[src/rtl/iir_bp4_pkg.sv]
// Shared types, widths and coefficient reset values for the order-4 band-pass IIR.
`timescale 1ns / 1ps

package iir_bp4_pkg;

    // Field and arithmetic widths.
    localparam int SAMPLE_W = 16;
    localparam int COEF_W   = 32;
    localparam int FEED_W   = SAMPLE_W + COEF_W;     // b*x product, Q.43
    localparam int BACK_W   = 2 * COEF_W;            // a*y product, Q.56
    localparam int BACK_SH  = 13;                    // Q.56 to Q.43
    localparam int ACC_W    = 56;                    // holds the Q.43 sum with margin
    localparam int Y_SH     = 15;                    // Q.43 to Q4.28
    localparam int S_SH     = 13;                    // Q4.28 to Q1.15
    localparam int CFG_IDX_W = 3;

    typedef logic signed [SAMPLE_W-1:0] sample_t;
    typedef logic signed [COEF_W-1:0]   coef_word_t;

    // All filter coefficients, Q4.28 signed.
    typedef struct packed {
        coef_word_t b0;
        coef_word_t b2;
        coef_word_t b4;
        coef_word_t a1;
        coef_word_t a2;
        coef_word_t a3;
        coef_word_t a4;
    } coef_t;

    // Configuration register indexes.
    typedef enum logic [CFG_IDX_W-1:0] {
        REG_B0 = 3'd0,
        REG_B2 = 3'd1,
        REG_B4 = 3'd2,
        REG_A1 = 3'd3,
        REG_A2 = 3'd4,
        REG_A3 = 3'd5,
        REG_A4 = 3'd6
    } cfg_index_t;

    // Reset coefficient set.
    localparam coef_word_t B0_RESET = 32'sd322123;
    localparam coef_word_t B2_RESET = -32'sd644245;
    localparam coef_word_t B4_RESET = 32'sd322123;
    localparam coef_word_t A1_RESET = -32'sd961025776;
    localparam coef_word_t A2_RESET = 32'sd1307898072;
    localparam coef_word_t A3_RESET = -32'sd804259470;
    localparam coef_word_t A4_RESET = 32'sd189032248;

endpackage

[src/rtl/iir_bp4_coef_regs.sv]
// Configuration register file holding the seven filter coefficients.
`timescale 1ns / 1ps

module iir_bp4_coef_regs
    import iir_bp4_pkg::*;
(
    input  logic                 aclk,
    input  logic                 aresetn,
    input  logic                 cfg_valid,
    output logic                 cfg_ready,
    input  logic [CFG_IDX_W-1:0] cfg_index,
    input  logic [COEF_W-1:0]    cfg_data,
    output coef_t                coef
);

    coef_t coef_reg;
    coef_t coef_next;

    // The register file takes a write in every cycle.
    assign cfg_ready = 1'b1;
    assign coef      = coef_reg;

    // Decode the index; a write to an unused index changes nothing.
    always_comb begin
        coef_next = coef_reg;
        if (cfg_valid) begin
            unique case (cfg_index_t'(cfg_index))
                REG_B0:  coef_next.b0 = cfg_data;
                REG_B2:  coef_next.b2 = cfg_data;
                REG_B4:  coef_next.b4 = cfg_data;
                REG_A1:  coef_next.a1 = cfg_data;
                REG_A2:  coef_next.a2 = cfg_data;
                REG_A3:  coef_next.a3 = cfg_data;
                REG_A4:  coef_next.a4 = cfg_data;
                default: coef_next = coef_reg;
            endcase
        end
    end

    always_ff @(posedge aclk) begin
        if (!aresetn) begin
            coef_reg.b0 <= B0_RESET;
            coef_reg.b2 <= B2_RESET;
            coef_reg.b4 <= B4_RESET;
            coef_reg.a1 <= A1_RESET;
            coef_reg.a2 <= A2_RESET;
            coef_reg.a3 <= A3_RESET;
            coef_reg.a4 <= A4_RESET;
        end else begin
            coef_reg <= coef_next;
        end
    end

endmodule

[config.mk]
export PLATFORM = sky130hd
export DESIGN_NAME = iir_bp4_coef_regs
export DESIGN_NICKNAME = d
export VERILOG_FILES = /design/src/rtl/iir_bp4_pkg.sv /design/src/rtl/iir_bp4_coef_regs.sv
export SDC_FILE = /design/constraint.sdc
export NUM_CORES = 1
export LEC_CHECK = 0
export BUFFER_PORTS_ARGS = -buffer_cell sky130_fd_sc_hd__buf_4
export CAP_MARGIN = 10
export CORE_MARGIN = 3
export CORE_UTILIZATION = 55
export CTS_CLUSTER_DIAMETER = 50
export DETAILED_ROUTE_END_ITERATION = 8
export MAX_ROUTING_LAYER = met4
export PLACE_DENSITY = 0.85
export SLEW_MARGIN = 5
export SYNTH_ARGS = -nofsm -noshare
export SYNTH_HDL_FRONTEND = slang
export SYNTH_SLANG_ARGS = --single-unit
export TNS_END_PERCENT = 5
[constraint.sdc]
create_clock -name aclk -period 2.75 [get_ports aclk]
set_clock_uncertainty 0.2 [all_clocks]
set_input_delay 0.1375 -clock aclk [delete_from_list [all_inputs] [get_ports aclk]]
set_output_delay 0.1375 -clock aclk [all_outputs]
set_load 0.02 [all_outputs]
# Word-level counts from Yosys, hierarchy flattened
# Index checks and enable logic that the tools add are counted.
# Widths: inputs -> output; s select.
[word_totals]
elab_cells = 21
regBits = 224
output_inout_bits = 225
[classes]
n_eq_ne = 6
n_reduce_logical = 8
[ops]
columns = ["operator", "count"]
rows = [
  ["$reduce_and 2->1", 7],
  ["$eq 3x3->1 const B", 3],
  ["$eq 3x2->1 const B", 2],
  ["$eq 3x1->1 const B", 1],
  ["$logic_not 3->1", 1],
]

# Depth between registers and ports, before layout
[logic_depth]
word_depth = 2
ltp_mapped = 5

# Worst setup path before layout
# OpenSTA, ideal clock, no wires.
[synth_path]
path_type = "input to register"
startpoint = "input cfg_index[0]"
endpoint = "register coef_reg (netlist bit coef[221])"
t_arrival_ps = 1055
setup_time_ps = 123
setup_slack_ps = 1372
required_time_ps = 2427
path_stages = 4
path_cell_list = "or4b_1 -> buf_6 -> buf_12 -> mux2i_1"
[synth_between]
elab_chain_cells = 2
[synth_lines]
columns = ["item", "line", "rtl"]
rows = [
  ["start: declaration", "iir_bp4_coef_regs.sv:11", "input logic [CFG_IDX_W-1:0] cfg_index,"],
  ["$logic_not 3->1", "iir_bp4_coef_regs.sv:27", "unique case (cfg_index_t'(cfg_index))"],
  ["$reduce_and 2->1 (no source line)", "--", ""],
  ["end signal: assignment", "iir_bp4_coef_regs.sv:50", "coef_reg <= coef_next;"],
  ["end: declaration", "iir_bp4_coef_regs.sv:16", "coef_t coef_reg;"],
]
# No other way between the ends.
# A chain may end at the register's enable or synchronous reset.

==> results.toml <==
[outcome]
status = "completed"

[sta]
slew_headroom_pct = 45.4
finalHoldViolations = 0
setup_viol = 0
whs_ns = 0.0535
rsz0062_at_grt = "false"
tightest_slew_ns = 0.819
finalSetupTns_ns = 0
max_clock_freq_mhz = 556
period_needed_ns = 1.80
final_max_slew_viol_count = 0
worst_slack_ns = 0.951
fin_crit_sh_pct = 65.4

[hold_path]
hold-path-cell-count = 3
min_path_type = "input pin to flop"

[synthesis]
synth_area_per_cell_um2 = 10.7
synth_cells = 807
synthMuxAreaShare_pct = 26.1
yosysWarnings = 0
synth-compound-area-share_pct = 0
synth-seq-cells = 224
synth-xor-area-share_pct = 0
synth_simple_gate_area_share_pct = 18.0
yosysUniqueCellTypes = 17
syn_nets = 845
synth_top_family_by_area = "multiplexers"
synthAdderAreaFrac_pct = 0
yosysSeqAreaShare_pct = 52.1
syn_area_um2 = 8600

[die]
initial_core_util_pct = 56.4
num_rows = 45
ios = 263
dieWidth_um = 131
fp.dieH_um = 131
core_um2 = 15300
dieArea_um2 = 17200

[placed_design]
pre_cts_ws_ns = 0.910
place.gp.congestion = 0.811
place.port_buffers = 261
post-dp-hpwl_mm = 16.4
dpl.cell_count = 1241

[global_route]
grt_pass1_vias = 6778
grt_pass1_wl_mm = 36.3
grt_max_degree = 84
grt.overflow.total = 0
grt.total_usage_pct = 27.7
grt_antenna_before_repair = 0

[layout]
synthToLayoutAreaGrowth_pct = 37.1
largest_reg_flops = 224
nets = 1128
fin_cells = 1316
drive_gt1_share_pct = 29.0
seq_area_um2 = 4480
fillCellCount = 1018
multi_input_area_um2 = 3820
num_antenna_cells = 0

[cts]
clockBufferDepth = 3
ctsResizeCount = 0
cts_setup_buffers = 0
cts_buffers = 24
cts_num_sinks = 224
cts_tree = "yes"
ctsHtreeMaxLevel = 1
root_buffer = "clkbuf_16"
clkTransAtPathRegs_ns = 0.06
clkLatencyLatePin_ns = 0.49

[drt]
drt-vias-per-instance = 5.18
drt_iter0_markers = 298
wl_per_cell_um = 18.3
vias = 6814
wl_mm = 24.1
drc = 0
drtPass1Iterations = 6
ant_nets = 0

[worst_setup_path]
critPathCaptureType = "flop"
cp.required_ns = 2.96
path_class = "input pin to flop"
arrival_ns = 2.01
start_kind = "input pin"
critPathMaxFanout = 83
reg2regPathDepth = 2

[pwr]
leakage_nw = 5.76
internal_power_mw = 5.40
p_comb_share_pct = 9.0
p_per_area_nw_per_um2 = 596
switchingPower_mw = 1.62
switching_share_pct = 23.1
peakVddDrop_mv = 0.479
seqPwrFrac_pct = 47.9
p_clk_share_pct = 43.1

[flow_run]
drv_cap = 0
## layer usage
layer  wire length [um]  global-route usage [%]  part of all wire (%)  vias up
met5                  0                       -                     0        -
li1                   -                       -                     -     3227
met2              11800                    44.9                    49      235
met4                745                    9.98                   3.1        0
met3               1370                    4.55                   5.7       50
met1              10200                    35.0                    42     3302
## power groups by stage
stage	Combinational [mW]	Clock (mW)	Sequential, mW
2_1_floorplan	0.258	0	3.51
3_3_place_gp	0.582	0	3.43
3_5_place_dp	0.590	0	3.43
4_1_cts	0.633	3.07	3.36
5_1_grt	0.674	3.21	3.37
6_report	0.635	3.03	3.36
## stage by stage
| step | power (mW) | instance area, um2 | util, % |
|---|---|---|---|
| floorplan | 3.77 | 8600 | - |
| global route | 7.25 | 11800 | 77.3 |
| finish | 7.02 | 11800 | 77.3 |
| global placement | 4.01 | 10700 | 70.2 |
| detailed placement | 4.02 | 10700 | 70.2 |
| CTS | 7.06 | 11800 | 77.3 |
## path summary, 6_finish.rpt
path                             endpoint  slack, ns         start
worst max-delay path            coef[125]       0.95       aresetn
worst min-delay path             coef[64]       0.05  cfg_index[2]
worst max register to register    coef[0]       1.86       coef[0]
worst min register to register  coef[174]       0.26     coef[174]
## cell type report
type / count / share of cell area, %
Clock buffer: 39 / 6.18
Clock inverter: 2 / 0.117
Multi-Input combinational cell: 522 / 32.4
Sequential cell: 224 / 38.0
Tap cell: 211 / 2.24
Timing Repair Buffer: 318 / 21.0
## cell families after synthesis
kind of cell | Yosys count
simple gates | 297
mux | 224
buf+inv | 61
other cells | 1
flops | 224
## worst max-delay path, stage by stage
cell and delay, ns:
dlygate4sd3_1 0.54, buf_6 0.43, buf_4 0.42, nand2_1 0.24, mux2i_1 0.18
## cells in the final DEF (no fill, tap or decap), drive strengths merged, types with 2 or more instances in the layout
cell type	count
dlygate4sd3	34
nand4b	3
mux2i	224
buf	284
clkinv	2
clkbuf	39
nor2b	137
and4bb	3
dfxtp	224
nand2	148
nand4bb	3
## cell usage after synthesis
cell / n / area (um2)
buf_12: 1 / 20.0
nand4b_1: 3 / 26.3
or4b_1: 1 / 10.0
dfxtp_1: 224 / 4480
mux2i_1: 224 / 2240
nor2b_1: 137 / 857
and4bb_2: 2 / 25.0
and4b_1: 1 / 10.0
conb_1: 1 / 3.75
nand2_1: 148 / 556
buf_4: 8 / 60.1
buf_2: 21 / 105
and4bb_1: 1 / 12.5
clkbuf_1: 28 / 105
nand4bb_1: 3 / 33.8
buf_6: 3 / 33.8
nor4b_2: 1 / 15.0
## repair_timing
action                                  4_1_cts  5_1_grt
endpoints found under the setup margin        0        0
hold buffers                                 34        0
endpoints found under the hold margin       224        0
No activity file was read; power rests on OpenSTA's default activity.
